===== config.mk =====
export PLATFORM = sky130hd
export DESIGN_NAME = bapsm_fifo
export DESIGN_NICKNAME = d
export VERILOG_FILES = /design/src/design/bapsm_pkg.sv /design/src/design/bapsm_fifo.sv
export SDC_FILE = /design/constraint.sdc
export NUM_CORES = 1
export LEC_CHECK = 0
export BUFFER_PORTS_ARGS = -buffer_cell sky130_fd_sc_hd__buf_2
export CAP_MARGIN = 25
export CORE_MARGIN = 2
export CORE_UTILIZATION = 60
export DETAILED_ROUTE_END_ITERATION = 7
export PLACE_DENSITY = 0.85
export SKIP_LAST_GASP = 1
export SLEW_MARGIN = 25
export SYNTH_ARGS = -nofsm -noshare
export SYNTH_HDL_FRONTEND = slang
export SYNTH_SLANG_ARGS = --single-unit

===== constraint.sdc =====
create_clock -name clk_i -period 3.92 [get_ports clk_i]
set_clock_uncertainty 0.15 [all_clocks]
set_input_delay 0.196 -clock clk_i [delete_from_list [all_inputs] [get_ports clk_i]]
set_output_delay 0.196 -clock clk_i [all_outputs]
set_load 0.05 [all_outputs]

===== src/design/bapsm_pkg.sv =====
package bapsm_pkg;

  localparam int MAX_BINS    = 2048;
  localparam int MAX_BATCHES = 64;

  localparam int BIN_W      = $clog2(MAX_BINS);
  localparam int BATCH_W    = $clog2(MAX_BATCHES);
  localparam int SAMPLE_W   = 16;
  localparam int SUM_W      = SAMPLE_W + BATCH_W;
  localparam int NORM_W     = 24;
  localparam int BCNT_W     = 7;
  localparam int BINS_W     = 12;
  localparam int SDIV_W     = 11;
  localparam int X_W        = 18;
  localparam int Y_W        = 24;
  localparam int PROD_W     = SUM_W + NORM_W;
  localparam int FRAC_DROP  = 8;
  localparam int AMP_W      = PROD_W - FRAC_DROP + 1;
  localparam int AVG_EXT_W  = AMP_W + 1;
  localparam int DIV_W      = AMP_W - 1;
  localparam int DIVR_W     = 11;
  localparam int DIV_CNT_W  = $clog2(DIV_W + 1);
  localparam int X_SHIFT    = 17;
  localparam int Q16_ONE    = 65536;
  localparam int CFG_IDX_W  = 8;
  localparam int CFG_DATA_W = 24;
  localparam int FIFO_DEPTH = 4;
  localparam int FIFO_PTR_W = $clog2(FIFO_DEPTH);

  localparam logic [NORM_W-1:0] NORM_RESET    = NORM_W'(65536);
  localparam logic [BCNT_W-1:0] BATCHES_RESET = BCNT_W'(1);
  localparam logic [BINS_W-1:0] BINS_RESET    = BINS_W'(MAX_BINS);
  localparam logic [SDIV_W-1:0] SMOOTH_RESET  = SDIV_W'(1);

  typedef enum logic [CFG_IDX_W-1:0] {
    REG_NORM    = 8'd0,
    REG_BATCHES = 8'd1,
    REG_BINS    = 8'd2,
    REG_SMOOTH  = 8'd3
  } cfg_reg_e;

  typedef struct packed {
    logic [NORM_W-1:0]  norm;
    logic [BIN_W-1:0]   bins_m1;
    logic [BATCH_W-1:0] last_batch;
    logic [DIVR_W-1:0]  divisor;
    logic               geo_wr;
  } cfg_t;

  typedef struct packed {
    logic signed [SAMPLE_W-1:0] sample;
    logic [BIN_W-1:0]           bin;
    logic                       first;
    logic                       last;
  } item_t;

  typedef struct packed {
    logic full;
    logic empty;
  } fifo_stat_t;

endpackage


===== src/design/bapsm_fifo.sv =====
module bapsm_fifo (
  input  logic                   clk_i,
  input  logic                   rst_ni,
  input  logic                   push_i,
  input  bapsm_pkg::item_t       item_i,
  input  logic                   pop_i,
  output bapsm_pkg::item_t       item_o,
  output bapsm_pkg::fifo_stat_t  stat_o
);
  import bapsm_pkg::*;

  item_t                 entry_q [FIFO_DEPTH];
  logic [FIFO_PTR_W-1:0] wr_ptr_q;
  logic [FIFO_PTR_W-1:0] rd_ptr_q;
  logic [FIFO_PTR_W:0]   count_q;

  assign item_o       = entry_q[rd_ptr_q];
  assign stat_o.full  = (count_q == (FIFO_PTR_W+1)'(FIFO_DEPTH));
  assign stat_o.empty = (count_q == '0);

  always_ff @(posedge clk_i) begin
    if (push_i) begin
      entry_q[wr_ptr_q] <= item_i;
    end
  end

  always_ff @(posedge clk_i or negedge rst_ni) begin
    if (!rst_ni) begin
      wr_ptr_q <= '0;
      rd_ptr_q <= '0;
      count_q  <= '0;
    end else begin
      if (push_i) begin
        wr_ptr_q <= wr_ptr_q + FIFO_PTR_W'(1);
      end
      if (pop_i) begin
        rd_ptr_q <= rd_ptr_q + FIFO_PTR_W'(1);
      end
      if (push_i && !pop_i) begin
        count_q <= count_q + (FIFO_PTR_W+1)'(1);
      end else if (pop_i && !push_i) begin
        count_q <= count_q - (FIFO_PTR_W+1)'(1);
      end
    end
  end

  a_no_overflow: assert property (@(posedge clk_i) disable iff (!rst_ni)
    push_i |-> !stat_o.full)
    else $error("push into full queue");

  a_no_underflow: assert property (@(posedge clk_i) disable iff (!rst_ni)
    pop_i |-> !stat_o.empty)
    else $error("pop from empty queue");

endmodule


==> flow_metrics.env, run 1 <==
export IMPL_hp_class="input pin to register"
export IMPL_cp_top_family="flip-flops"
export IMPL_clkTransAtPathRegs_ps=60
export IMPL_outcome="finished clean"
export IMPL_routed_wl_mm=8.42
export IMPL_area_delta_synth_final_pct=29.0
export IMPL_holdPathEnd="entry_q[3][5]"
export IMPL_leakage_uw=0.00213
export IMPL_htree_levels=4
export IMPL_dp_hpwl_mm=4.77
export IMPL_dieArea_um2=8340
export IMPL_antenna_cells=0
export IMPL_nets=338
export IMPL_row_count=31
export IMPL_synth_top_area_share_pct=76.1
export IMPL_synthArstFlopShare_pct=5.69
export IMPL_synth_avg_cell_area_um2=24.7
export IMPL_grt_overflow=0
export IMPL_setup_ws_ps=1310
export IMPL_whs_path_depth=2
export IMPL_synth_edf_count=116
export IMPL_cts_path_max_buffers=2
export IMPL_grt_pass1_vias=2429
export IMPL_timing_rr_end="entry_q[2][20]"
export IMPL_cp_num_buf_inv=2
export IMPL_die_x_um=91.4
export IMPL_ys_types=19
export IMPL_required_ps=3570
export IMPL_stdcell_count=411
export IMPL_dpl_cell_count=346
export IMPL_synth_area_um2=4580
export IMPL_via_per_inst=5.56
export IMPL_tightest_slew_ps=805
export IMPL_min_from="item_i[5]"
export IMPL_portBuffers=63
export IMPL_insertion_delay_ps=500
export IMPL_initial_core_util_pct=62.5
export IMPL_ys_flop_type="edfxtp_1"
export IMPL_cts_root_buf="clkbuf_8"
export IMPL_drt_iter0_markers=179
export IMPL_drive_gt1_share_pct=41.0
export IMPL_grt_max_degree=32
export IMPL_ys_warn_count=0
export IMPL_fmax_mhz=383
export IMPL_cpMaxStageDelayCell="dfrtp_1"
export IMPL_cts_resized=0
export IMPL_rsz0062_at_grt="false"
export IMPL_ys_top_cells_by_count="116 x edfxtp_1, 28 x mux4_2, 7 x dfrtp_1, 5 x ha_1"
export IMPL_grtUsageTotal_pct=22.4
export IMPL_core_area_um2=7330
export IMPL_ant_nets=0
export IMPL_ioPinCount=64
export IMPL_drc_errors=0
export IMPL_numCtsBuffers=17
export IMPL_vdd_drop_max_mv=0.564
export IMPL_grt_pass1_wl_mm=13.4
export IMPL_r2r_cells=4
export IMPL_setup_tns_ps=0
export IMPL_p_per_area_nw_per_um2=855
export IMPL_synthTopCellsByArea="edfxtp_1 76%, mux4_2 14%, dfrtp_1 3.8%"
export IMPL_hold_worst_slack_ps=288
export IMPL_slowest_delay_ps=780
export IMPL_ff2ff_setup_slack_ps=1700
export IMPL_wl_per_cell_um=20.5
export IMPL_syn_nets=224
export IMPL_cp_max_fo=16
export IMPL_netlist_instances=185
export IMPL_cts_sinks=123
export IMPL_vias=2284
export IMPL_relSlewSlack_pct=46.3
export IMPL_yosys_register_bits=123
export IMPL_gp_congestion=0.667
export IMPL_dp_worst_setup_slack_ps=1610
export IMPL_fin_crit_sh_pct=66.6
export IMPL_utilization_pct=80.6
export IMPL_hold_viol_final=0
export IMPL_setup_violations_final=0
export IMPL_drv_slew=0
export IMPL_post_cts_buffers=0
export IMPL_r2r_start="wr_ptr_q[0]"
export IMPL_synth_top_area_cell="edfxtp_1"
export IMPL_die_y_um=91.4
export IMPL_antenna_found_initial=0
export IMPL_tritoncts="done"
export IMPL_post_route_min_period_ps=2610
export IMPL_start_kind="register"
export IMPL_crit_arrival_ps=2270
export IMPL_synth_most_common_cell="edfxtp_1"
export IMPL_critPathKind="register to primary output"
export IMPL_cap_violations=0
export IMPL_firstDrtPassIters=7
export IMPL_crit_path_cell_trace="buf_4, mux4_2, buf_2"
export IMPL_cp_end_kind="primary output"
export IMPL_ys_seq_area_share_pct=79.9
per-layer routing:
layer | GRT usage, % | up-vias | part of all wire [%]
met5 | 0 | - | 0
met4 | 7.20 | 0 | 0.82
met3 | 6.97 | 8 | 4.5
met2 | 36.4 | 79 | 53
met1 | 29.4 | 1188 | 41
li1 | - | 1009 | -
state kept, by name (all words and copies together), names as in the netlist:
name	count
wr_ptr_q	2
rd_ptr_q	2
count_q	3
entry_q	116
worst reg2reg max path, delay by kind of cell (launching register included):
family | cells | cell delay [ps]
flops | 1 | 430
fa+ha+maj | 1 | 180
buf+inv | 2 | 480
simple gates | 1 | 660
layout by cell type, fill, tap and decap left out, types with 4 or more instances in the layout:
master / n
and2_1: 4
buf_2: 63
buf_4: 5
clkbuf_16: 16
clkinv_4: 4
dfrtp_1: 6
dlygate4sd3_1: 33
edfxtp_1: 116
ha_1: 5
inv_1: 4
mux4_2: 28
xor2_1: 4
logic make-up after synthesis:
kind of cell | share of synthesized area [%]
AO/OA/AOI/OAI | 0.109
flip-flops | 79.9
XOR/XNOR | 1.15
adder cells (fa/ha/maj) | 1.80
multiplexers | 14.6
buffers and inverters | 1.37
AND/OR/NAND/NOR | 1.07
stage by stage:
| stage | power (uW) | instance area (um2) |
|---|---|---|
| floorplan | 3250 | 4580 |
| global placement | 3560 | 5010 |
| detailed placement | 3610 | 5010 |
| CTS | 5080 | 5900 |
| global route | 5250 | 5910 |
| finish | 5050 | 5910 |
worst max path at each step:
stage / startpoint / cells after the start / endpoint
floorplan: count_q[0] / 1 / stat_o[1]
global placement: rd_ptr_q[0] / 2 / item_o[24]
detailed placement: rd_ptr_q[0] / 2 / item_o[24]
CTS: rd_ptr_q[0] / 2 / item_o[24]
global route: rd_ptr_q[1] / 3 / item_o[14]
finish: rd_ptr_q[1] / 3 / item_o[14]
power by group:
| part | internal [uW] | leakage, uW | total [uW] | switching, uW |
|---|---|---|---|---|
| Combinational | 548 | 0.000714 | 1670 | 1120 |
| Sequential | 1730 | 0.00115 | 1940 | 208 |
| Clock | 901 | 0.000273 | 1440 | 542 |
| Total | 3180 | 0.00213 | 5050 | 1870 |
area by class of cell:
cell class,count,area [um2]
clock buffer,17,414
clock inverter,15,150
fill,360,1430
inverter,4,15.0
multi-input combinational,52,857
sequential,123,3660
tap,99,124
timing repair buffer,101,683
repair_timing:
item                       CTS  global route
setup endpoints to repair    0             0
hold endpoints to repair   128             0
hold buffers                33             0
(Power assumes the default switching activity.)
==> run 2: changes to the inputs <==
--- a/config.mk
+++ b/config.mk
@@ -8,9 +8,9 @@
 export BUFFER_PORTS_ARGS = -buffer_cell sky130_fd_sc_hd__buf_2
 export CAP_MARGIN = 25
 export CORE_MARGIN = 2
-export CORE_UTILIZATION = 60
+export CORE_UTILIZATION = 56
 export DETAILED_ROUTE_END_ITERATION = 7
-export PLACE_DENSITY = 0.85
+export PLACE_DENSITY = 0.8
 export SKIP_LAST_GASP = 1
 export SLEW_MARGIN = 25
 export SYNTH_ARGS = -nofsm -noshare
==> constraint.sdc (replaced) <==
create_clock -name clk_i -period 2.6 [get_ports clk_i]
set_clock_uncertainty 0.15 [all_clocks]
set_input_delay 0.13 -clock clk_i [delete_from_list [all_inputs] [get_ports clk_i]]
set_output_delay 0.13 -clock clk_i [all_outputs]
set_load 0.05 [all_outputs]
==> flow_metrics.env, run 2 (synthesis results as in run 1) <==
export IMPL_outcome="finished clean"
export IMPL_via_per_inst=5.40
export IMPL_final_common_cell="edfxtp_1"
export IMPL_p_per_area_nw_per_um2=1320
export IMPL_cts_resized=0
export IMPL_grtUsageTotal_pct=21.6
export IMPL_tritoncts="done"
export IMPL_grt_pass1_wl_mm=13.2
export IMPL_top_register="entry_q"
export IMPL_antenna_found_initial=0
export IMPL_initial_core_util_pct=58.6
export IMPL_core_area_um2=7810
export IMPL_r2r_cells=4
export IMPL_rsz0062_at_grt="false"
export IMPL_layout_common_cells="116 x edfxtp_1, 63 x buf_2, 33 x dlygate4sd3_1"
export IMPL_whs_path_depth=2
export IMPL_relSlewSlack_pct=74.7
export IMPL_slowest_delay_ps=610
export IMPL_setup_tns_ps=0
export IMPL_portBuffers=63
export IMPL_cts_sinks=123
export IMPL_timing_rr_end="entry_q[0][4]"
export IMPL_die_y_um=94.4
export IMPL_fmax_mhz=414
export IMPL_post_route_min_period_ps=2420
export IMPL_ff2ff_setup_slack_ps=880
export IMPL_ioPinCount=64
export IMPL_wl_per_cell_um=20.9
export IMPL_vdd_drop_max_mv=0.814
export IMPL_reg_top3="entry_q: 116 flops, count_q: 3 flops"
export IMPL_largest_register_ffs=116
export IMPL_ant_nets=0
export IMPL_drc_errors=0
export IMPL_clkTransAtPathRegs_ps=60
export IMPL_area_delta_synth_final_pct=31.9
export IMPL_antenna_cells=0
export IMPL_hp_class="input pin to register"
export IMPL_insertion_delay_ps=500
export IMPL_die_x_um=94.4
export IMPL_cts_root_buf="clkbuf_8"
export IMPL_grt_max_degree=26
export IMPL_tightest_slew_ps=379
export IMPL_utilization_pct=77.4
export IMPL_multi_input_area_um2=857
export IMPL_min_from="item_i[14]"
export IMPL_firstDrtPassIters=6
export IMPL_setup_violations_final=0
export IMPL_start_kind="register"
export IMPL_crit_start="rd_ptr_q[0]"
export IMPL_cp_max_fo=24
export IMPL_gp_congestion=0.708
export IMPL_drv_slew=0
export IMPL_seqCellArea_um2=3660
export IMPL_cap_violations=0
export IMPL_cts_path_max_buffers=2
export IMPL_cp_top_family="multiplexers"
export IMPL_hold_viol_final=0
export IMPL_numCtsBuffers=17
export IMPL_nets=339
export IMPL_fin_crit_sh_pct=93.0
export IMPL_cp_num_buf_inv=2
export IMPL_drt_iter0_markers=115
export IMPL_critPathKind="register to primary output"
export IMPL_leakage_uw=0.00218
export IMPL_crit_path_cell_trace="buf_12, mux4_1, buf_2"
export IMPL_grt_overflow=0
export IMPL_row_count=32
export IMPL_dieArea_um2=8910
export IMPL_r2r_start="wr_ptr_q[0]"
export IMPL_grt_pass1_vias=2385
export IMPL_routed_wl_mm=8.69
export IMPL_cpMaxStageDelayCell="mux4_1"
export IMPL_vias=2242
export IMPL_cp_end_kind="primary output"
export IMPL_htree_levels=4
export IMPL_holdPathEnd="entry_q[1][14]"
export IMPL_fill_cells=400
export IMPL_drive_gt1_share_pct=41.5
export IMPL_crit_arrival_ps=2140
export IMPL_dp_hpwl_mm=4.67
export IMPL_required_ps=2320
## run 2: worst max path at each step
stage | cells after the start | slack, ps | end
after global routing | 3 | 80 | item_o[24]
after floorplan | 3 | 720 | entry_q[0][0]
final | 3 | 180 | item_o[24]
after CTS | 3 | 120 | item_o[24]
after global placement | 3 | 730 | item_o[24]
after detailed placement | 3 | 700 | item_o[24]
## run 2: power breakdown
part / switching [uW] / internal [uW]
clock: 839 / 1560
combinational: 1830 / 913
sequential: 193 / 2610
total: 2870 / 5080
## run 2: layout make-up
type / instances / area share (%)
Inverter: 4 / 0.249
Clock inverter: 14 / 3.25
Clock buffer: 18 / 6.92
Tap cell: 102 / 2.11
Multi-Input combinational cell: 52 / 14.2
Timing Repair Buffer: 102 / 12.7
Sequential cell: 123 / 60.6
## run 2: timing repair
action,4_1_cts,5_1_grt
hold buffers,33,0
hold endpoints to repair,128,0
buffers inserted,0,0
## run 2: routing by layer
| layer | wire length (um) | track usage [%] | vias to the layer above |
|---|---|---|---|
| li1 | - | - | 1004 |
| met1 | 3450 | 26.6 | 1159 |
| met2 | 4800 | 37.1 | 67 |
| met3 | 330 | 6.70 | 12 |
| met4 | 99 | 7.00 | 0 |
| met5 | 0 | 0 | - |
## run 2: per-stage QoR
stage | cells | hold WS [ps] | setup WS (ps) | total power [uW] | cell area (um2)
floorplan | 185 | -316 | 718 | 4890 | 4580
global placement | 350 | -178 | 732 | 5490 | 5090
detailed placement | 350 | -171 | 703 | 5530 | 5090
CTS | 415 | 211 | 124 | 7990 | 6040
global route | 415 | 213 | 76.1 | 8230 | 6040
finish | 415 | 226 | 183 | 7950 | 6040
