==> src/design/bapsm_pkg.sv <==
package bapsm_pkg;

  localparam int MAX_BINS    = 2048;
  localparam int MAX_BATCHES = 64;

  localparam int BIN_W      = $clog2(MAX_BINS);
  localparam int BATCH_W    = $clog2(MAX_BATCHES);
  localparam int SAMPLE_W   = 16;
  localparam int SUM_W      = SAMPLE_W + BATCH_W;
  localparam int NORM_W     = 24;
  localparam int BCNT_W     = 7;
  localparam int BINS_W     = 12;
  localparam int SDIV_W     = 11;
  localparam int X_W        = 18;
  localparam int Y_W        = 24;
  localparam int PROD_W     = SUM_W + NORM_W;
  localparam int FRAC_DROP  = 8;
  localparam int AMP_W      = PROD_W - FRAC_DROP + 1;
  localparam int AVG_EXT_W  = AMP_W + 1;
  localparam int DIV_W      = AMP_W - 1;
  localparam int DIVR_W     = 11;
  localparam int DIV_CNT_W  = $clog2(DIV_W + 1);
  localparam int X_SHIFT    = 17;
  localparam int Q16_ONE    = 65536;
  localparam int CFG_IDX_W  = 8;
  localparam int CFG_DATA_W = 24;
  localparam int FIFO_DEPTH = 4;
  localparam int FIFO_PTR_W = $clog2(FIFO_DEPTH);

  localparam logic [NORM_W-1:0] NORM_RESET    = NORM_W'(65536);
  localparam logic [BCNT_W-1:0] BATCHES_RESET = BCNT_W'(1);
  localparam logic [BINS_W-1:0] BINS_RESET    = BINS_W'(MAX_BINS);
  localparam logic [SDIV_W-1:0] SMOOTH_RESET  = SDIV_W'(1);

  typedef enum logic [CFG_IDX_W-1:0] {
    REG_NORM    = 8'd0,
    REG_BATCHES = 8'd1,
    REG_BINS    = 8'd2,
    REG_SMOOTH  = 8'd3
  } cfg_reg_e;

  typedef struct packed {
    logic [NORM_W-1:0]  norm;
    logic [BIN_W-1:0]   bins_m1;
    logic [BATCH_W-1:0] last_batch;
    logic [DIVR_W-1:0]  divisor;
    logic               geo_wr;
  } cfg_t;

  typedef struct packed {
    logic signed [SAMPLE_W-1:0] sample;
    logic [BIN_W-1:0]           bin;
    logic                       first;
    logic                       last;
  } item_t;

  typedef struct packed {
    logic full;
    logic empty;
  } fifo_stat_t;

endpackage

==> src/design/bapsm_if.sv <==


interface bapsm_cfg_if;
  import bapsm_pkg::*;
  logic                  valid;
  logic                  ready;
  logic [CFG_IDX_W-1:0]  index;
  logic [CFG_DATA_W-1:0] data;
  modport source (output valid, output index, output data, input ready);
  modport sink   (input valid, input index, input data, output ready);
endinterface

==> src/design/bapsm_cfg.sv <==
module bapsm_cfg (
  input  logic             clk_i,
  input  logic             rst_ni,
  bapsm_cfg_if.sink        cfg_i,
  output bapsm_pkg::cfg_t  cfg_o
);
  import bapsm_pkg::*;

  logic [NORM_W-1:0] norm_q;
  logic [BCNT_W-1:0] batches_q;
  logic [BINS_W-1:0] bins_q;
  logic [SDIV_W-1:0] smooth_q;
  logic              wr;
  logic [BINS_W-1:0] bins_m1_full;

  assign cfg_i.ready = 1'b1;
  assign wr          = cfg_i.valid && cfg_i.ready;

  always_ff @(posedge clk_i or negedge rst_ni) begin
    if (!rst_ni) begin
      norm_q    <= NORM_RESET;
      batches_q <= BATCHES_RESET;
      bins_q    <= BINS_RESET;
      smooth_q  <= SMOOTH_RESET;
    end else if (wr) begin
      case (cfg_i.index)
        REG_NORM:    norm_q    <= cfg_i.data[NORM_W-1:0];
        REG_BATCHES: batches_q <= cfg_i.data[BCNT_W-1:0];
        REG_BINS:    bins_q    <= cfg_i.data[BINS_W-1:0];
        REG_SMOOTH:  smooth_q  <= cfg_i.data[SDIV_W-1:0];
        default: ;
      endcase
    end
  end

  assign bins_m1_full = bins_q - BINS_W'(1);

  always_comb begin
    cfg_o.norm = norm_q;
    if (bins_q < BINS_W'(2)) begin
      cfg_o.bins_m1 = BIN_W'(1);
    end else if (bins_q > BINS_W'(MAX_BINS)) begin
      cfg_o.bins_m1 = BIN_W'(MAX_BINS - 1);
    end else begin
      cfg_o.bins_m1 = bins_m1_full[BIN_W-1:0];
    end
    if (batches_q == '0) begin
      cfg_o.last_batch = '0;
    end else if (batches_q > BCNT_W'(MAX_BATCHES)) begin
      cfg_o.last_batch = BATCH_W'(MAX_BATCHES - 1);
    end else begin
      cfg_o.last_batch = BATCH_W'(batches_q - BCNT_W'(1));
    end
    cfg_o.divisor = (smooth_q == '0) ? DIVR_W'(1) : DIVR_W'(smooth_q);
    cfg_o.geo_wr  = wr && (cfg_i.index == REG_BATCHES || cfg_i.index == REG_BINS);
  end

endmodule

==> src/flat_wrapper.sv <==
// flat-port wrapper written by rule: the top's interface ports become plain ports
module bapsm_cfg_flat import bapsm_pkg::*;
  (clk_i, rst_ni, cfg_o, cfg_i_valid, cfg_i_index, cfg_i_data, cfg_i_ready);
  bapsm_cfg_if cfg_i_i ();
  input  logic clk_i;
  input  logic rst_ni;
  output bapsm_pkg::cfg_t cfg_o;
  input wire logic [$bits(cfg_i_i.valid)-1:0] cfg_i_valid;
  input wire logic [$bits(cfg_i_i.index)-1:0] cfg_i_index;
  input wire logic [$bits(cfg_i_i.data)-1:0] cfg_i_data;
  output wire logic [$bits(cfg_i_i.ready)-1:0] cfg_i_ready;
  assign cfg_i_i.valid = cfg_i_valid;
  assign cfg_i_i.index = cfg_i_index;
  assign cfg_i_i.data = cfg_i_data;
  assign cfg_i_ready = cfg_i_i.ready;
  bapsm_cfg u_core (.clk_i(clk_i), .rst_ni(rst_ni), .cfg_i(cfg_i_i), .cfg_o(cfg_o));
endmodule
==> config.mk <==
export PLATFORM = sky130hd
export DESIGN_NAME = bapsm_cfg_flat
export DESIGN_NICKNAME = d
export VERILOG_FILES = /design/src/design/bapsm_pkg.sv /design/src/design/bapsm_if.sv /design/src/design/bapsm_cfg.sv /design/src/flat_wrapper.sv
export SDC_FILE = /design/constraint.sdc
export NUM_CORES = 1
export LEC_CHECK = 0
export BUFFER_PORTS_ARGS = -buffer_cell sky130_fd_sc_hd__buf_4
export CELL_PAD_IN_SITES_DETAIL_PLACEMENT = 0
export CELL_PAD_IN_SITES_GLOBAL_PLACEMENT = 2
export CORE_ASPECT_RATIO = 1.1
export CORE_UTILIZATION = 29
export DETAILED_ROUTE_END_ITERATION = 7
export PLACE_DENSITY = 0.87
export SYNTH_ARGS = -nofsm -noshare
export SYNTH_HDL_FRONTEND = slang
export SYNTH_SLANG_ARGS = --single-unit
==> constraint.sdc <==
create_clock -name clk_i -period 1.7 [get_ports clk_i]
set_input_delay 0.085 -clock clk_i [delete_from_list [all_inputs] [get_ports clk_i]]
set_output_delay 0.085 -clock clk_i [all_outputs]
set_load 0.1 [all_outputs]
==> reports/results.md, run 1 <==
### Timing
• setup ws final: -0.6483 ns
• number of pins with negative max-slew slack in the final report: 0
• fin crit period: 2.348 ns
• setup repair after global routing missed its margin: true
• max-slew headroom at the worst pin: 0.5427
• final hold viol count: 0
• Achievable Freq: 425.8 MHz
• share of the clock period used by the worst path: 1.381
• Finish-stage setup viols: 17
• Layout Skew: 0 ns
• Worst Max-Slew Pin Slew: 0.6860 ns

### Global route
• initial antenna violation count: 0
• number of global-route vias before repair: 2213
• wire length of the first global-routing pass: 10740 um
• Tot GR Track Use: 0.1451
• total congestion overflow after global routing: 0
• maximum number of pins on one net before global-route repair: 55

### Route
• total vias in the final route: 2114
• first drt pass iteration count: 2
• routed length per instance: 14.86 um
• routed via count divided by cell count: 4.698
• total DRC errors in the routed layout: 0
• starting DRC count in detailed routing: 36
• wire length after detailed routing: 6685 um
• post-detailed-route count of antenna-violating nets: 0

### Placed design
• setup slack after placement: -0.4069 ns
• routability congestion estimate: 0.7666
• half-perimeter wire length after placement: 4924 um
• number of buffer cells added on primary ports: 87

### Logic synthesis
• area of the mapped netlist: 2614 um^2
• flip-flop and latch count after synthesis: 54
• count of distinct cell types in the synthesized netlist: 36
• primary flip-flop cell chosen by synthesis mapping: sky130_fd_sc_hd__dfrtp_1
• average footprint of a synthesized cell: 12.75 um^2
• cell type contributing the most total cell area after synthesis: sky130_fd_sc_hd__dfrtp_1
• Syn. warnings: 0
• top cells by area, synth: sky130_fd_sc_hd__dfrtp_1 (48%), sky130_fd_sc_hd__mux2_2 (22%), sky130_fd_sc_hd__dfstp_2 (4.0%), sky130_fd_sc_hd__a31oi_1 (1.9%), sky130_fd_sc_hd__or3_1 (1.9%)
• number of enable-type register cells in the synthesized netlist: 0
• syn nets: 243
• portion of synthesized cell area occupied by the leading cell type: 0.4787
• async set or reset register ratio after synthesis: 1.000
• post-synthesis sequential area ratio: 0.5189
• cell count after synthesis: 205

### Clocking
• Inserted Clock Buffers: 5
• source-to-sink clock delay at the later pin of the worst-skew pair: 0.30 ns
• clk root buf: sky130_fd_sc_hd__clkbuf_8
• number of buffers on the longest clock path: 2
• clock tree sinks: 54
• CTS H-tree depth: 2
• clock transition at the registers of the reported paths: 0.09 ns
• clock tree from TritonCTS: done

### Worst setup path
• worst reg-to-reg setup slack: 0.77 ns
• endpoint of the lowest-slack register-to-register path: u_core.bins_q[3]$_DFFE_PN0P_
• critical path capture point type: output port
• Max FO, Critical Path: 6
• FF-to-FF Start: u_core.bins_q[3]$_DFFE_PN0P_
• data required time at the worst endpoint: 1.62 ns
• FF-to-FF path depth: 2
• Setup crit start kind: flop
• startpoint-to-endpoint class of the critical path: reg -> out
• arrival time of data at the critical path endpoint: 2.26 ns

### Cells and area
• final cell utilization of the core: 0.5171
• layout cell share with drive strength beyond 1: 0.7286
• area grow syn2layout: 68.93%
• most frequent standard cell in the layout excluding fill and tap cells: sky130_fd_sc_hd__buf_4
• most frequent cells in the layout: sky130_fd_sc_hd__buf_4 (115), sky130_fd_sc_hd__mux2_2 (50), sky130_fd_sc_hd__dfrtp_1 (50), sky130_fd_sc_hd__buf_12 (18), sky130_fd_sc_hd__a31oi_4 (8)
• layout filler cell count: 763
• antenna diode count: 0
• Net count, final: 376
• total area of sequential cells: 1356 um^2
• multi-input logic area: 1418 um^2

### Die
• Core Rows: 35
• starting density of the core: 0.3061
• core area: 8539 um^2
• die area: 9397 um^2
• Vert. Die Dim: 101.6 um
• I/O pin cnt: 89
• Chip Width: 92.52 um

### Worst hold path
• destination of the worst hold path: u_core.norm_q[14]$_DFFE_PN0P_
• start point of the worst min-delay path: cfg_i_data[14]
• path class of the lowest-slack min-delay path: in -> reg
• instance count along the most critical hold path: 2

### Power and ir drop
• Leakage: 2.200 nW
• Pwr Density: 1117 nW/um^2
• peak supply drop: 540.6 uV

### Run status
• violations in the final reports: setup timing
• status: finished, violations left

### Run
• # Max-Cap Violations: 0

-- power breakdown --
part / internal (mW) / leakage (nW) / switching [mW]
combinational: 1.04 / 1.42 / 1.76
clock: 0.330 / 0.0482 / 0.409
sequential: 1.35 / 0.731 / 0.0422
-- repair_timing --
item	CTS	global route
pin swaps	2	8
cloned	0	1
hold buffers	5	0
buffers inserted	2	4
hold endpoints to repair	54	0
resized for setup	59	11
setup endpoints to repair	17	17
-- cells by family after synthesis --
group,synth area share
compound gates,0.06654
xor+xnor,0.01675
fa+ha+maj,0.02298
buf+inv,0.04787
flops,0.5189
mux,0.2326
other cells,0.001435
simple gates,0.09287
-- final cells by class --
cell class                 count  area share
tap                          111     0.03145
timing repair buffer         146      0.3137
clock buffer                   7     0.01955
clock inverter                 1    0.001133
multi-input combinational    124      0.3211
inverter                       7    0.005951
sequential                    54      0.3072
-- cells in the mapped netlist, types with 4 or more instances --
cell                        n
sky130_fd_sc_hd__or4_1      5
sky130_fd_sc_hd__o21ai_0    7
sky130_fd_sc_hd__buf_2      4
sky130_fd_sc_hd__dfstp_2    4
sky130_fd_sc_hd__a31oi_1    8
sky130_fd_sc_hd__mux2_1     4
sky130_fd_sc_hd__inv_1      7
sky130_fd_sc_hd__dfrtp_1   50
sky130_fd_sc_hd__o31ai_1    5
sky130_fd_sc_hd__clkbuf_1  12
sky130_fd_sc_hd__or3_1      8
sky130_fd_sc_hd__xnor2_1    4
sky130_fd_sc_hd__mux2_2    50
-- sequential cells by signal, indices dropped and copies added, names as in the netlist --
name and flops:
u_core.bins_q 12, u_core.batches_q 7, u_core.norm_q 24, u_core.smooth_q 11
-- worst max-delay path, stage by stage (launching register included) --
cell and delay (ns):
sky130_fd_sc_hd__dfrtp_1 0.39, sky130_fd_sc_hd__inv_1 0.09, sky130_fd_sc_hd__ha_4 0.13, sky130_fd_sc_hd__or4b_4 0.49, sky130_fd_sc_hd__or3_4 0.42, sky130_fd_sc_hd__a31oi_4 0.23
sky130_fd_sc_hd__buf_12 0.20
-- per-stage QoR --
step | setup TNS [ns] | area [um^2] | cells | hold WS (ns) | total power [mW]
after global routing | -9.410 | 4415 | 450 | 0.0003548 | 5.103
final | -8.160 | 4415 | 450 | 0.01057 | 4.930
after CTS | -8.286 | 4325 | 446 | 0.001013 | 4.910
after floorplan | -7.372 | 2836 | 205 | -0.2106 | 3.210
after global placement | -3.803 | 3928 | 431 | 0.1674 | 3.753
after detailed placement | -4.078 | 3928 | 431 | 0.1657 | 3.776
-- routing by layer --
metal	up-vias	GRT usage	wire [um]
li1	1006	-	-
met1	1063	0.1778	2746
met2	41	0.2615	3643
met3	4	0.02628	244
met4	0	0.03966	50
met5	-	0	0
-- how the worst max path moves through the flow --
stage	startpoint	end	slack, ns	cells after the start
after floorplan	u_core.bins_q[7]$_DFFE_PN0P_	cfg_o[20]	-0.70	4
after global placement	u_core.bins_q[0]$_DFFE_PN0P_	cfg_o[28]	-0.39	6
after detailed placement	u_core.bins_q[0]$_DFFE_PN0P_	cfg_o[28]	-0.41	6
after CTS	u_core.bins_q[0]$_DFFE_PN0P_	cfg_o[28]	-0.64	6
after global routing	u_core.bins_q[0]$_DFFE_PN0P_	cfg_o[26]	-0.74	6
final	u_core.bins_q[1]$_DFFE_PN0P_	cfg_o[26]	-0.65	6
No activity file was read; power rests on OpenSTA's default activity.
==> inputs of run 2 (changes only) <==
PLACE_DENSITY = 0.83   (was 0.87)
==> reports/results.md, run 2 (synthesis results as in run 1) <==
### Clocking
• clock tree from TritonCTS: done
• clk root buf: sky130_fd_sc_hd__clkbuf_8
• CTS H-tree depth: 2, unchanged
• clock tree sinks: 54, unchanged
• source-to-sink clock delay at the later pin of the worst-skew pair: 0.29 ns, about the same
• number of buffers on the longest clock path: 2, unchanged
• clock transition at the registers of the reported paths: 0.10 ns, about the same
• Inserted Clock Buffers: 5, unchanged

### Timing
• fin crit period: 2.330 ns, -0.01879 ns
• Layout Skew: 0 ns, unchanged
• setup repair after global routing missed its margin: true
• final hold viol count: 0, unchanged
• final worst hold slack: 0.01407 ns, +0.003503 ns
• share of the clock period used by the worst path: 1.370, -0.01106
• max-slew headroom at the worst pin: 0.5447, +0.002036
• Achievable Freq: 429.3 MHz, +0.81%
• Worst Max-Slew Pin Slew: 0.6829 ns, -0.003054 ns
• post-route setup TNS: -8.876 ns, -0.7155 ns
• setup ws final: -0.6295 ns, +0.01879 ns
• number of pins with negative max-slew slack in the final report: 0, unchanged
• Finish-stage setup viols: 17, unchanged

### Route
• first drt pass iteration count: 3, +1
• routed length per instance: 14.80 um, -0.39%
• wire length after detailed routing: 6851 um, +2.5%
• total DRC errors in the routed layout: 0, unchanged
• routed via count divided by cell count: 4.616, -1.8%
• post-detailed-route count of antenna-violating nets: 0, unchanged
• starting DRC count in detailed routing: 49, +36%
• total vias in the final route: 2137, +1.1%

### Cells and area
• layout filler cell count: 731, -4.2%
• registers with the highest flip-flop counts: u_core.norm_q x24, u_core.bins_q x12, u_core.smooth_q x11
• Non-Filler Cell Area, Final: 4624 um^2, +4.7%
• layout cell share with drive strength beyond 1: 0.7216, -0.007023
• multi-input logic area: 1440 um^2, +1.6%
• area grow syn2layout: 76.93%
• Net count, final: 389, +3.5%
• max reg flops: 24, unchanged
• largest reg by FF count: u_core.norm_q
• most frequent standard cell in the layout excluding fill and tap cells: sky130_fd_sc_hd__buf_4
• antenna diode count: 0, unchanged
• final cell utilization of the core: 0.5415, +0.02447
• most frequent cells in the layout: sky130_fd_sc_hd__buf_4 (115), sky130_fd_sc_hd__mux2_2 (50), sky130_fd_sc_hd__dfrtp_1 (50), sky130_fd_sc_hd__buf_12 (22), sky130_fd_sc_hd__dlygate4sd3_1 (12)
• total area of sequential cells: 1356 um^2, unchanged

### Die
• starting density of the core: 0.3061, unchanged
• I/O pin cnt: 89, unchanged
• Chip Width: 92.52 um, unchanged
• Core Rows: 35, unchanged
• Vert. Die Dim: 101.6 um, unchanged
• die area: 9397 um^2, unchanged
• core area: 8539 um^2, unchanged

### Worst setup path
• startpoint-to-endpoint class of the critical path: reg -> out
• arrival time of data at the critical path endpoint: 2.24 ns, -0.02 ns
• data required time at the worst endpoint: 1.62 ns, about the same
• Max FO, Critical Path: 5, -1
• critical path capture point type: output port
• Setup crit start kind: flop

### Global route
• initial antenna violation count: 0, unchanged
• Tot GR Track Use: 0.1442, -0.0008926
• wire length of the first global-routing pass: 10650 um, -0.84%
• maximum number of pins on one net before global-route repair: 55, unchanged
• total congestion overflow after global routing: 0, unchanged
• number of global-route vias before repair: 2226, +0.59%

### Power and ir drop
• Logic pwr share: 0.566, -0.002
• share of total power in the clock network: 0.164, +0.014
• cell internal pwr: 2.911 mW, +7.1%
• peak supply drop: 608.8 uV, +13%
• relative contribution of sequential cells to total power: 0.270, -0.012
• Pwr Density: 1116 nW/um^2, about the same
• power spent charging and discharging nets: 2.248 mW, +1.7%
• net switching fraction of the power: 0.4358, -0.01285
• Leakage: 2.289 nW, +4.1%

### Placed design
• number of buffer cells added on primary ports: 87, unchanged
• half-perimeter wire length after placement: 4946 um, +0.43%
• placement-stage cell area: 3995 um^2, +1.7%
• setup slack after placement: -0.4224 ns, -0.01553 ns
• routability congestion estimate: 0.7254, -5.4%

### Run status
• violations in the final reports: setup timing
• status: finished, violations left

### Run
• # Max-Cap Violations: 0, unchanged

### Worst hold path
• path class of the lowest-slack min-delay path: in -> reg

==> run 2: cell types whose count changed in the layout (fill, tap and decap cells not counted), sizes merged <==
| cell | change |
|---|---|
| buf | +6 |
| bufinv | +1 |
| clkbuf | -2 |
| clkinv | +1 |
| dlygate4sd3 | +7 |
==> run 2: critical path, stage by stage (launching register included) <==
cell and delay, ns:
sky130_fd_sc_hd__dfrtp_1 0.39, sky130_fd_sc_hd__inv_2 0.09, sky130_fd_sc_hd__ha_4 0.13, sky130_fd_sc_hd__or4b_4 0.48, sky130_fd_sc_hd__or4_4 0.45, sky130_fd_sc_hd__a31oi_4 0.20, sky130_fd_sc_hd__buf_12 0.19
==> run 2: area by class of cell <==
class / count / share of cell area
Multi-Input combinational cell: 124 / 0.3114
Sequential cell: 54 / 0.2933
Timing Repair Buffer: 159 / 0.3360
Clock buffer: 5 / 0.01488
Inverter: 7 / 0.005682
Clock inverter: 3 / 0.008658
Tap cell: 111 / 0.03003
==> run 2: worst paths after layout <==
check | from | end | slack (ns) | depth (start not counted)
setup reg to reg | u_core.bins_q[1]$_DFFE_PN0P_ | u_core.bins_q[1]$_DFFE_PN0P_ | 0.71 | 3
hold / removal | cfg_i_data[11] | u_core.bins_q[11]$_DFFE_PN1P_ | 0.01 | 2
min in group asynchronous | rst_ni | u_core.norm_q[12]$_DFFE_PN0P_ | 0.37 | 2
max in group asynchronous | rst_ni | u_core.batches_q[6]$_DFFE_PN0P_ | 0.87 | 2
hold reg to reg | u_core.norm_q[17]$_DFFE_PN0P_ | u_core.norm_q[17]$_DFFE_PN0P_ | 0.51 | 1
setup / recovery | u_core.bins_q[0]$_DFFE_PN0P_ | cfg_o[28] | -0.63 | 6
==> run 2: through the flow <==
| stage | instances | power, mW |
|---|---|---|
| 6_report | 463 | 5.159 |
| 2_1_floorplan | 205 | 3.210 |
| 4_1_cts | 455 | 5.117 |
| 5_1_grt | 463 | 5.357 |
| 3_3_place_gp | 435 | 3.831 |
| 3_5_place_dp | 435 | 3.855 |
==> run 2: per-layer routing <==
layer / part of all wire / vias up / global-route usage
met5: 0 / - / 0
met4: 0.011 / 0 / 0.03846
met3: 0.036 / 7 / 0.03303
met2: 0.54 / 45 / 0.2610
met1: 0.41 / 1053 / 0.1719
li1: - / 1032 / -
==> run 2: power by group through the flow <==
stage / clock network (mW) / registers, mW / logic, mW
finish: 0.848 / 1.39 / 2.92
CTS: 0.885 / 1.39 / 2.84
global placement: 0 / 1.41 / 2.42
floorplan: 0 / 1.62 / 1.59
detailed placement: 0 / 1.41 / 2.44
global route: 0.937 / 1.40 / 3.02
==> run 2: timing repair <==
action | CTS | global route
cloned | 0 | 1
hold buffers | 10 | 2
endpoints found under the hold margin | 59 | 2
resized for setup | 57 | 21
endpoints found under the setup margin | 17 | 17
pin swaps | 3 | 7
buffers inserted | 2 | 5
