[src/design/bapsm_pkg.sv]
package bapsm_pkg;

  localparam int MAX_BINS    = 2048;
  localparam int MAX_BATCHES = 64;

  localparam int BIN_W      = $clog2(MAX_BINS);
  localparam int BATCH_W    = $clog2(MAX_BATCHES);
  localparam int SAMPLE_W   = 16;
  localparam int SUM_W      = SAMPLE_W + BATCH_W;
  localparam int NORM_W     = 24;
  localparam int BCNT_W     = 7;
  localparam int BINS_W     = 12;
  localparam int SDIV_W     = 11;
  localparam int X_W        = 18;
  localparam int Y_W        = 24;
  localparam int PROD_W     = SUM_W + NORM_W;
  localparam int FRAC_DROP  = 8;
  localparam int AMP_W      = PROD_W - FRAC_DROP + 1;
  localparam int AVG_EXT_W  = AMP_W + 1;
  localparam int DIV_W      = AMP_W - 1;
  localparam int DIVR_W     = 11;
  localparam int DIV_CNT_W  = $clog2(DIV_W + 1);
  localparam int X_SHIFT    = 17;
  localparam int Q16_ONE    = 65536;
  localparam int CFG_IDX_W  = 8;
  localparam int CFG_DATA_W = 24;
  localparam int FIFO_DEPTH = 4;
  localparam int FIFO_PTR_W = $clog2(FIFO_DEPTH);

  localparam logic [NORM_W-1:0] NORM_RESET    = NORM_W'(65536);
  localparam logic [BCNT_W-1:0] BATCHES_RESET = BCNT_W'(1);
  localparam logic [BINS_W-1:0] BINS_RESET    = BINS_W'(MAX_BINS);
  localparam logic [SDIV_W-1:0] SMOOTH_RESET  = SDIV_W'(1);

  typedef enum logic [CFG_IDX_W-1:0] {
    REG_NORM    = 8'd0,
    REG_BATCHES = 8'd1,
    REG_BINS    = 8'd2,
    REG_SMOOTH  = 8'd3
  } cfg_reg_e;

  typedef struct packed {
    logic [NORM_W-1:0]  norm;
    logic [BIN_W-1:0]   bins_m1;
    logic [BATCH_W-1:0] last_batch;
    logic [DIVR_W-1:0]  divisor;
    logic               geo_wr;
  } cfg_t;

  typedef struct packed {
    logic signed [SAMPLE_W-1:0] sample;
    logic [BIN_W-1:0]           bin;
    logic                       first;
    logic                       last;
  } item_t;

  typedef struct packed {
    logic full;
    logic empty;
  } fifo_stat_t;

endpackage

[src/design/bapsm_if.sv]
interface bapsm_in_if;
  import bapsm_pkg::*;
  logic                       valid;
  logic                       ready;
  logic signed [SAMPLE_W-1:0] sample;
  modport source (output valid, output sample, input ready);
  modport sink   (input valid, input sample, output ready);
endinterface


[src/design/bapsm_front.sv]
module bapsm_front (
  input  logic                   clk_i,
  input  logic                   rst_ni,
  bapsm_in_if.sink               in_i,
  input  bapsm_pkg::cfg_t        cfg_i,
  input  logic                   clear_done_i,
  input  bapsm_pkg::fifo_stat_t  fifo_stat_i,
  output logic                   push_o,
  output bapsm_pkg::item_t       item_o
);
  import bapsm_pkg::*;

  logic [BIN_W-1:0]   bin_q;
  logic [BATCH_W-1:0] batch_q;

  assign in_i.ready   = clear_done_i && !fifo_stat_i.full;
  assign push_o       = in_i.valid && in_i.ready;
  assign item_o.sample = in_i.sample;
  assign item_o.bin    = bin_q;
  assign item_o.first  = (batch_q == '0);
  assign item_o.last   = (batch_q == cfg_i.last_batch);

  always_ff @(posedge clk_i or negedge rst_ni) begin
    if (!rst_ni) begin
      bin_q   <= '0;
      batch_q <= '0;
    end else if (cfg_i.geo_wr) begin
      bin_q   <= '0;
      batch_q <= '0;
    end else if (push_o) begin
      if (bin_q == cfg_i.bins_m1) begin
        bin_q   <= '0;
        batch_q <= (batch_q == cfg_i.last_batch) ? '0 : batch_q + BATCH_W'(1);
      end else begin
        bin_q <= bin_q + BIN_W'(1);
      end
    end
  end

  a_geo_restart: assert property (@(posedge clk_i) disable iff (!rst_ni)
    cfg_i.geo_wr |=> (bin_q == '0 && batch_q == '0))
    else $error("position not restarted after geometry write");

endmodule

[src/flat_wrapper.sv]
// flat-port wrapper written by rule: the top's interface ports become plain ports
module bapsm_front_flat import bapsm_pkg::*;
  (clk_i, rst_ni, cfg_i, clear_done_i, fifo_stat_i, push_o, item_o, in_i_valid, in_i_sample, in_i_ready);
  bapsm_in_if in_i_i ();
  input  logic clk_i;
  input  logic rst_ni;
  input  bapsm_pkg::cfg_t cfg_i;
  input  logic clear_done_i;
  input  bapsm_pkg::fifo_stat_t fifo_stat_i;
  output logic push_o;
  output bapsm_pkg::item_t item_o;
  input wire logic [$bits(in_i_i.valid)-1:0] in_i_valid;
  input wire logic [$bits(in_i_i.sample)-1:0] in_i_sample;
  output wire logic [$bits(in_i_i.ready)-1:0] in_i_ready;
  assign in_i_i.valid = in_i_valid;
  assign in_i_i.sample = in_i_sample;
  assign in_i_ready = in_i_i.ready;
  bapsm_front u_core (.clk_i(clk_i), .rst_ni(rst_ni), .in_i(in_i_i), .cfg_i(cfg_i), .clear_done_i(clear_done_i), .fifo_stat_i(fifo_stat_i), .push_o(push_o), .item_o(item_o));
endmodule
[config.mk]
export PLATFORM = sky130hd
export DESIGN_NAME = bapsm_front_flat
export DESIGN_NICKNAME = d
export VERILOG_FILES = /design/src/design/bapsm_pkg.sv /design/src/design/bapsm_if.sv /design/src/design/bapsm_front.sv /design/src/flat_wrapper.sv
export SDC_FILE = /design/constraint.sdc
export NUM_CORES = 1
export LEC_CHECK = 0
export BUFFER_PORTS_ARGS = -buffer_cell sky130_fd_sc_hd__buf_2
export CORE_MARGIN = 2
export CORE_UTILIZATION = 40
export DETAILED_ROUTE_END_ITERATION = 8
export PLACE_DENSITY = 0.84
export SLEW_MARGIN = 15
export SYNTH_ARGS = -nofsm -noshare
export SYNTH_HDL_FRONTEND = slang
export SYNTH_SLANG_ARGS = --single-unit
[constraint.sdc]
create_clock -name clk_i -period 2.4 [get_ports clk_i]
set_input_delay 0.12 -clock clk_i [delete_from_list [all_inputs] [get_ports clk_i]]
set_output_delay 0.12 -clock clk_i [all_outputs]
set_load 0.01 [all_outputs]
==> metrics.cfg, run 1 <==
[pwr]
clockPowerShare_pct=24.0
p_seq_share_pct=51.5
p_switching_mw=0.206
combPwrFrac_pct=24.5
p_per_area_nw_per_um2=424
peakVddDrop_mv=0.159
internal_power_mw=0.437
sw_frac_of_total_pct=32.1
power.leakage_nw=0.714

[critical_path]
crit_path_end_kind=register
critPathMaxFanout=6
crit_required_ns=2.58
path_cells=xor2_1 -> nor4_4 -> nand3_1 -> o31ai_2 -> a21oi_1
rr_startpoint=u_core.bin_q[5]$_DFFE_PN0P_
slowest_delay_ns=0.46
crit_type=register to register
crit_slowest_cell=dfrtp_1
crit_family=simple AND/OR/NAND/NOR gates
reg2reg_depth=5
path_buf_inv=0
cp-start-kind=register
cp_data_arrival_time_ns=2.08
rrSetupSlack_ns=0.49
worst_r2r_endpoint=u_core.batch_q[5]$_DFFE_PN0P_

[yosys]
synth-simple-area-share_pct=24.8
ys_ff_latch=17
syn-cell-area_um2=1370
synthMuxAreaShare_pct=0
avgSynthCellArea_um2=8.98
synth_top_family_by_area=simple AND/OR/NAND/NOR gates
synth_commonest_cells=xor2_1, dfrtp_1, buf_4
synth_area_leaders=dfrtp_1, xor2_1, buf_4
synth_xor_area_share_pct=12.7
synth_cell_types=37
synth_fa_ha_area_share_pct=2.75
ys.flop_type=dfrtp_1
yosysWarnings=0
async_flop_share_pct=100
yosys.area.top_type_share_pct=31.2
synth_cells=152
synth_edf_count=0
synth_area_leader_cell=dfrtp_1
syn_nets=230
synth-compound-area-share_pct=15.9
synth.most_common_cell=xor2_1
seq_area_frac_synth_pct=31.2

[clock_tree]
clockBufferDepth=2
cts.sinks=17
cts_tree=built
cts-root-buf=clkbuf_4
worst_skew_pair.late_latency_ns=0.29
cts_htree_levels=1
clkTransAtPathRegs_ns=0.10
numCtsBuffers=3

[detailed_routing]
drt-pass1-iter-count=4
drc=0
drtIter0Drc=24
routed_via_density=5.13
highest_layer=met4
wl_met2_um=1320
met3RoutedLength_um=194
wl_met1_um=1200
antenna_left=0
wl_per_cell_um=12.3
vias=1145
drt_wl_total_um=2750

[sta]
min_period_ns=1.91
fin_skew_ns=0.00275
relSlewSlack_pct=67.3
tightestPinTransition_ns=0.490
hold_viol=0
finalSetupTns_ns=0
whs_ns=0.174
drv_slew=0
rsz0062_at_grt=no
setup_viol=0
period_share_pct=79.4
max_freq_mhz=525
fin_ws_ns=0.495

[placed_design]
dpl_cell_area_um2=1480
dp_hpwl_um=2140
io_buffer_count=37
dp_slack_ns=0.528
gp_congestion=0.904
dp_cells=218

[finish]
final_nets=256
final_layout_size_suffix_gt1_share_pct=29.4
nFillCells=335
stdcell_count=223
antenna_cells=0
stdcell_area_um2=1520
area_growth_pct=11.1

[job]
cap_viol_max_count=0

[floorplan]
coreArea_um2=3310
start_util_pct=41.2
die_area_um2=3900
die_y_um=62.4
ioPinCount=106
core.rowCount=21
fp.dieW_um=62.4

[worst_hold_path]
hp-start=cfg_i[0]
whs_endpoint=u_core.bin_q[1]$_DFFE_PN0P_
min_path_type=input pin to register
holdPathStages=2

[outcome]
status=finished clean

[global_route]
overflow=0
grt_max_degree=18
antenna_found_initial=0
grt_usage_pct=14.9
grt_first_pass_wirelength_um=4750
grt_pass1_vias=1094

## timing repair
item / CTS / global route
hold endpoints to repair: 17 / 0
setup buffers: 0 / 0
hold buffers: 1 / 0
setup endpoints to repair: 0 / 0
resized for setup: 0 / 0
## power groups by stage
stage | Sequential [mW] | Clock (mW) | Combinational, mW
finish | 0.332 | 0.154 | 0.157
CTS | 0.332 | 0.156 | 0.159
global route | 0.336 | 0.166 | 0.179
detailed placement | 0.338 | 0 | 0.158
global placement | 0.337 | 0 | 0.155
floorplan | 0.335 | 0 | 0.124
## how the worst max path moves through the flow
stage	cells after the start	to	slack, ns	from
floorplan	6	u_core.batch_q[5]$_DFFE_PN0P_	0.61	u_core.bin_q[6]$_DFFE_PN0P_
global placement	5	u_core.batch_q[5]$_DFFE_PN0P_	0.53	u_core.bin_q[5]$_DFFE_PN0P_
detailed placement	5	u_core.batch_q[5]$_DFFE_PN0P_	0.53	u_core.bin_q[5]$_DFFE_PN0P_
CTS	5	u_core.batch_q[5]$_DFFE_PN0P_	0.50	u_core.bin_q[5]$_DFFE_PN0P_
global route	5	u_core.batch_q[5]$_DFFE_PN0P_	0.31	u_core.bin_q[5]$_DFFE_PN0P_
finish	5	u_core.batch_q[5]$_DFFE_PN0P_	0.49	u_core.bin_q[5]$_DFFE_PN0P_
## routing by layer
layer / vias up / GRT usage, %
li1: 573 / -
met1: 532 / 19.3
met2: 36 / 23.9
met3: 4 / 2.70
met4: 0 / 7.22
met5: - / 0
## registers in the layout (all words and copies together), names as in the netlist
signal,cells
u_core.batch_q,6
u_core.bin_q,11
## layout make-up
type                            count  area, µm²  share of cell area [%]
Clock buffer                        4       26.3                    1.73
Timing Repair Buffer               39        203                    13.4
Sequential cell                    17        425                    28.1
Tap cell                           46       57.6                    3.80
Inverter                           10       37.5                    2.48
Multi-Input combinational cell    107        767                    50.6
## per-stage QoR
step	utilization, %	total power, mW
floorplan	-	0.460
global placement	44.7	0.492
detailed placement	44.7	0.495
CTS	45.8	0.648
global route	45.8	0.680
finish	45.8	0.643
## cell usage in the layout, fill, tap and decap left out, drive strengths merged
master,count
xor2,19
nor4,4
o22ai,5
a41oi,1
or2,1
a21oi,9
nor2b,2
nand3b,1
o31a,1
nor3,4
o31ai,1
ha,3
dlygate4sd3,1
nand3,9
o21ai,7
o311ai,2
clkbuf,4
a22oi,1
nand2,12
nor3b,1
buf,38
dfrtp,17
and3,4
nor2,4
and4,2
nand2b,7
inv,10
o2bb2ai,1
a31oi,1
a311oi,1
nand4,4
## kinds of logic (layout without fill, tap and decap cells)
logic type	after synthesis	count (layout)
AO/OA/AOI/OAI	30	30
flip-flops	17	17
XOR/XNOR	19	19
adder cells (fa/ha/maj)	3	3
AND/OR/NAND/NOR	55	55
buffers and inverters	28	53
No activity file was read; power rests on OpenSTA's default activity.
==> run 2: changes to the inputs <==
==> constraint.sdc (replaced) <==
create_clock -name clk_i -period 1.8 [get_ports clk_i]
set_input_delay 0.09 -clock clk_i [delete_from_list [all_inputs] [get_ports clk_i]]
set_output_delay 0.09 -clock clk_i [all_outputs]
set_load 0.01 [all_outputs]
==> metrics.cfg, run 2 (synthesis gave the netlist of run 1 again) <==
[clock_tree]
numCtsBuffers=3  ; unchanged
clkTransAtPathRegs_ns=0.10  ; about the same
worst_skew_pair.late_latency_ns=0.28  ; was 0.29 ns
clockBufferDepth=2  ; unchanged
cts.sinks=17  ; unchanged
cts_htree_levels=1  ; unchanged
cts_tree=built  ; unchanged
cts-root-buf=clkbuf_4  ; unchanged

[floorplan]
fp.dieW_um=62.4  ; unchanged
coreArea_um2=3310  ; unchanged
core.rowCount=21  ; unchanged
ioPinCount=106  ; unchanged
die_area_um2=3900  ; unchanged
start_util_pct=41.2  ; unchanged
die_y_um=62.4  ; unchanged

[worst_hold_path]
min_path_type=input pin to register  ; unchanged
hp-start=cfg_i[0]  ; unchanged

[sta]
drv_slew=0  ; unchanged
setup_viol=0  ; unchanged
period_share_pct=97.5  ; was 79.4%
hold_viol=0  ; unchanged
tightestPinTransition_ns=0.557  ; was 0.490 ns
fin_skew_ns=0.00106  ; was 0.00275 ns
min_period_ns=1.76  ; was 1.91 ns
relSlewSlack_pct=62.9  ; was 67.3%
max_freq_mhz=570  ; was 525 MHz

[placed_design]
gp_congestion=0.887  ; was 0.904
dp_hpwl_um=2370  ; was 2140 µm
dpl_cell_area_um2=1570  ; was 1480 µm²
io_buffer_count=37  ; unchanged

[global_route]
antenna_found_initial=0  ; unchanged
grt_pass1_vias=1245  ; was 1,094
grt_first_pass_wirelength_um=5200  ; was 4750 µm
grt_usage_pct=16.3  ; was 14.9%
grt_max_degree=18  ; unchanged
overflow=0  ; unchanged

[critical_path]
slowest_delay_ns=0.47  ; was 0.46 ns
cp_data_arrival_time_ns=1.93  ; was 2.08 ns
crit_family=compound AO/OA/AOI/OAI gates  ; was simple AND/OR/NAND/NOR gates
path_cells=xor2_2 -> nor4_4 -> buf_4 -> a31oi_4 -> nand2_2 -> o311ai_0  ; was xor2_1 -> nor4_4 -> nand3_1 -> o31ai_2 -> a21oi_1
crit_type=register to register  ; unchanged
startpoint=u_core.bin_q[1]$_DFFE_PN0P_  ; was u_core.bin_q[5]$_DFFE_PN0P_
critPathMaxFanout=7  ; was 6
crit_required_ns=1.98  ; was 2.58 ns
rr_startpoint=u_core.bin_q[1]$_DFFE_PN0P_  ; was u_core.bin_q[5]$_DFFE_PN0P_
crit_slowest_cell=dfrtp_2  ; was dfrtp_1
cp-start-kind=register  ; unchanged
path_buf_inv=1  ; was 0
crit_path_end_kind=register  ; unchanged

[pwr]
power.leakage_nw=0.797  ; was 0.714 nW
peakVddDrop_mv=0.220  ; was 0.159 mV
p_per_area_nw_per_um2=530  ; was 424 nW/µm²

[outcome]
status=finished clean  ; unchanged

[detailed_routing]
antenna_left=0  ; unchanged
drc=0  ; unchanged
wl_per_cell_um=14.0  ; was 12.3 µm
met3RoutedLength_um=225  ; was 194 µm
highest_layer=met4  ; unchanged
vias=1268  ; was 1,145
drt-pass1-iter-count=4  ; unchanged
wl_met1_um=1290  ; was 1200 µm
drtIter0Drc=57  ; was 24
routed_via_density=5.31  ; was 5.13
wl_met2_um=1790  ; was 1320 µm
drt_wl_total_um=3350  ; was 2750 µm

[finish]
largest_reg_flops=11  ; unchanged
final_nets=272  ; was 256
final_layout_size_suffix_gt1_share_pct=41.5  ; was 29.4%
stdcell_area_um2=1730  ; was 1520 µm²
largest-register=u_core.bin_q  ; unchanged
area_growth_pct=26.8  ; was 11.1%
final_cell_mix=buf_2, xor2_1, buf_4, dfrtp_1, nand2_1  ; was buf_2, xor2_1, dfrtp_1
antenna_cells=0  ; unchanged
final_core_util_pct=52.3  ; was 45.8%
reg_top3=u_core.bin_q (11), u_core.batch_q (6)  ; unchanged
layout_commonest_cell=buf_2  ; unchanged

[job]
cap_viol_max_count=0  ; unchanged

-- run 2: changes by cell type in the layout (fill, tap and decap cells not counted), sizes merged --
cell | previous run | this run
buf | 38 | 54
-- run 2: power breakdown --
group | total, mW | internal [mW] | switching [mW] | leakage (nW)
combinational | 0.283 | 0.126 | 0.158 | 0.554
sequential | 0.429 | 0.404 | 0.0248 | 0.229
clock | 0.205 | 0.0860 | 0.119 | 0.0150
-- run 2: layout make-up --
class / instances / area [µm²]
Clock buffer: 4 / 26.3
Tap cell: 46 / 57.6
Sequential cell: 17 / 428
Multi-Input combinational cell: 107 / 851
Fill cell: 316 / 1580
Inverter: 10 / 37.5
Timing Repair Buffer: 55 / 330
-- run 2: worst paths after layout --
path | slack [ns] | cells past startpoint | endpoint
worst min register to register | 0.61 | 2 | u_core.batch_q[0]$_DFFE_PN0P_
max in group asynchronous | 1.23 | 2 | u_core.bin_q[3]$_DFFE_PN0P_
worst min-delay path | 0.18 | 2 | u_core.batch_q[5]$_DFFE_PN0P_
min in group asynchronous | 0.27 | 2 | u_core.batch_q[1]$_DFFE_PN0P_
worst max-delay path | 0.04 | 6 | u_core.bin_q[7]$_DFFE_PN0P_
worst max register to register | 0.04 | 6 | u_core.bin_q[7]$_DFFE_PN0P_
-- run 2: worst reg2reg max path: stages (launching register included) --
cell and delay (ns):
dfrtp_2 0.47, xor2_2 0.22, nor4_4 0.07, buf_4 0.17
a31oi_4 0.26, nand2_2 0.15, o311ai_0 0.32
-- run 2: metrics by stage --
| step | total power, mW | hold WS [ns] | TNS, ns | cells | setup WS [ns] |
|---|---|---|---|---|---|
| 3_3_place_gp | 0.680 | 0.0360 | 0 | 230 | 0.0216 |
| 5_1_grt | 0.975 | 0.180 | -0.0378 | 239 | -0.0266 |
| 3_5_place_dp | 0.690 | 0.0412 | -0.0165 | 230 | -0.0165 |
| 2_1_floorplan | 0.613 | -0.206 | 0 | 152 | 0.00514 |
| 4_1_cts | 0.899 | 0.148 | 0 | 235 | 0.00493 |
| 6_report | 0.917 | 0.180 | 0 | 239 | 0.0446 |
-- run 2: per-layer routing --
layer	track usage, %	up-vias
li1	-	606
met1	20.0	614
met2	28.5	46
met3	2.70	2
met4	6.11	0
met5	0	-
-- run 2: what timing repair did --
| item | CTS | global route |
|---|---|---|
| endpoints found under the setup margin | 5 | 17 |
| hold buffers | 1 | 0 |
| endpoints found under the hold margin | 17 | 0 |
| buffers inserted | 0 | 4 |
| pin swaps | 1 | 7 |
| resized for setup | 3 | 15 |
==> run 3: changes to the inputs <==
==> constraint.sdc (replaced) <==
create_clock -name clk_i -period 1.8 [get_ports clk_i]
set_input_delay 0.27 -clock clk_i [delete_from_list [all_inputs] [get_ports clk_i]]
set_output_delay 0.27 -clock clk_i [all_outputs]
set_load 0.01 [all_outputs]
==> metrics.cfg, run 3 (synthesis gave the netlist of run 1 again) <==
[finish]
stdcell_area_um2=1740  ; was 1730 µm²
final_core_util_pct=52.4  ; was 52.3%
final_cell_mix=buf_2, buf_4, dfrtp_1  ; was buf_2, xor2_1, buf_4, dfrtp_1, nand2_1
reg_top3=u_core.bin_q (11), u_core.batch_q (6)  ; unchanged
multi_input_comb_area_um2=846  ; was 851 µm²
antenna_cells=0  ; unchanged
layout_commonest_cell=buf_2  ; unchanged
largest-register=u_core.bin_q  ; unchanged
area_growth_pct=27.1  ; was 26.8%
nFillCells=319  ; was 316
final_nets=274  ; was 272
largest_reg_flops=11  ; unchanged
regArea_um2=429  ; was 428 µm²
final_layout_size_suffix_gt1_share_pct=43.1  ; was 41.5%

[detailed_routing]
drc=0  ; unchanged
wl_per_cell_um=14.1  ; was 14.0 µm
antenna_left=0  ; unchanged
routed_via_density=5.33  ; was 5.31
vias=1285  ; was 1,268
drt-pass1-iter-count=4  ; unchanged
drtIter0Drc=43  ; was 57
drt_wl_total_um=3400  ; was 3350 µm

[pwr]
power.leakage_nw=0.810  ; was 0.797 nW
peakVddDrop_mv=0.226  ; was 0.220 mV
p_per_area_nw_per_um2=540  ; was 530 nW/µm²

[clock_tree]
clkTransAtPathRegs_ns=0.11  ; was 0.10 ns
numCtsBuffers=3  ; unchanged
clockBufferDepth=2  ; unchanged
cts.sinks=17  ; unchanged
cts_htree_levels=1  ; unchanged
worst_skew_pair.late_latency_ns=0.31  ; was 0.28 ns
cts-root-buf=clkbuf_4  ; unchanged
cts_tree=built  ; unchanged

[sta]
tightestPinTransition_ns=0.521  ; was 0.557 ns
min_period_ns=1.84  ; was 1.76 ns
fin_ws_ns=-0.0360  ; was 0.0446 ns
fin_skew_ns=0.00644  ; was 0.00106 ns
setup_viol=1  ; was 0
max_freq_mhz=545  ; was 570 MHz
relSlewSlack_pct=65.3  ; was 62.9%
rsz0062_at_grt=yes
drv_slew=0  ; unchanged
hold_viol=0  ; unchanged
period_share_pct=102  ; was 97.5%

[floorplan]
coreArea_um2=3310  ; unchanged
fp.dieW_um=62.4  ; unchanged
ioPinCount=106  ; unchanged
start_util_pct=41.2  ; unchanged
die_y_um=62.4  ; unchanged
die_area_um2=3900  ; unchanged
core.rowCount=21  ; unchanged

[critical_path]
reg2reg_depth=7  ; was 6
cp_data_arrival_time_ns=1.57  ; was 1.93 ns
worst_r2r_endpoint=u_core.bin_q[6]$_DFFE_PN0P_  ; was u_core.bin_q[7]$_DFFE_PN0P_
rrSetupSlack_ns=0.08  ; was 0.04 ns
cp-start-kind=register  ; unchanged
crit_required_ns=1.53  ; was 1.98 ns
critPathMaxFanout=3  ; was 7
rr_startpoint=u_core.bin_q[0]$_DFFE_PN0P_  ; was u_core.bin_q[1]$_DFFE_PN0P_
crit_path_end_kind=primary output  ; was register
crit_type=register to primary output  ; was register to register

[placed_design]
gp_congestion=0.881  ; was 0.887
dp_slack_ns=-0.0200  ; was -0.0165 ns
dp_hpwl_um=2470  ; was 2370 µm
dpl_cell_area_um2=1580  ; was 1570 µm²
io_buffer_count=37  ; unchanged

[worst_hold_path]
hp-start=cfg_i[0]  ; unchanged
min_path_type=input pin to register  ; unchanged
holdPathStages=2  ; unchanged
whs_endpoint=u_core.batch_q[5]$_DFFE_PN0P_  ; unchanged

[job]
cap_viol_max_count=0  ; unchanged

[global_route]
grt_first_pass_wirelength_um=5350  ; was 5200 µm
overflow=0  ; unchanged
antenna_found_initial=0  ; unchanged
grt_usage_pct=16.8  ; was 16.3%
grt_max_degree=18  ; unchanged
grt_pass1_vias=1253  ; was 1,245

[outcome]
status=finished, violations left  ; was finished clean
violations=setup timing

==> run 3: changes by cell type in the layout (fill, tap and decap cells not counted), moves of 2 or more <==
| cell | delta |
|---|---|
| o311ai_1 | +2 |
| buf_6 | -2 |
| buf_4 | +4 |
| xor2_1 | -2 |
| xor2_2 | +2 |
==> run 3: through the flow <==
| stage | setup TNS (ns) | hold slack, ns | total power, mW | instances |
|---|---|---|---|---|
| after floorplan | 0 | -0.0256 | 0.613 | 152 |
| after detailed placement | -0.0391 | 0.220 | 0.693 | 231 |
| final | -0.0360 | 0.330 | 0.937 | 241 |
| after global placement | 0 | 0.217 | 0.683 | 231 |
| after global routing | -0.214 | 0.349 | 0.989 | 241 |
| after CTS | -0.0172 | 0.318 | 0.924 | 237 |
==> run 3: area by class of cell <==
cell class / instances / area share [%]
Timing Repair Buffer: 57 / 19.5
Inverter: 10 / 2.16
Sequential cell: 17 / 24.7
Clock inverter: 1 / 0.288
Tap cell: 46 / 3.32
Multi-Input combinational cell: 107 / 48.7
Clock buffer: 3 / 1.30
==> run 3: worst max path at each step <==
stage                                             start  slack (ns)  cells after the start                            end
final                     u_core.batch_q[3]$_DFFE_PN0P_       -0.04                      5                      item_o[0]
after global routing      u_core.batch_q[3]$_DFFE_PN0P_       -0.13                      5                      item_o[0]
after CTS                 u_core.batch_q[4]$_DFFE_PN0P_       -0.02                      5                      item_o[0]
after detailed placement    u_core.bin_q[1]$_DFFE_PN0P_       -0.02                      5  u_core.batch_q[5]$_DFFE_PN0P_
after global placement      u_core.bin_q[6]$_DFFE_PN0P_        0.02                      5  u_core.batch_q[5]$_DFFE_PN0P_
after floorplan             u_core.bin_q[6]$_DFFE_PN0P_       0.005                      6  u_core.batch_q[5]$_DFFE_PN0P_
==> run 3: report_power, final <==
part           switching [mW]  internal, mW
Combinational           0.159         0.127
Sequential             0.0260         0.404
Clock                   0.138        0.0831
Total                   0.324         0.614
==> run 3: layer usage <==
layer | track usage [%] | share of wire (%) | vias up
met5 | 0 | 0 | -
met4 | 7.78 | 2.4 | 0
met3 | 2.52 | 6.0 | 10
met2 | 29.2 | 50 | 56
met1 | 20.6 | 42 | 614
li1 | - | - | 605
==> run 3: worst max-delay path: stages (launching register included) <==
cell	delay, ns
dfrtp_1	0.44
xor2_1	0.16
nor4_2	0.32
nand2_1	0.13
inv_1	0.08
buf_2	0.13
==> run 3: timing repair <==
action | 4_1_cts | 5_1_grt
endpoints found under the setup margin | 5 | 10
pin swaps | 1 | 2
hold buffers | 1 | 0
endpoints found under the hold margin | 17 | 0
buffers inserted | 1 | 4
resized for setup | 7 | 11
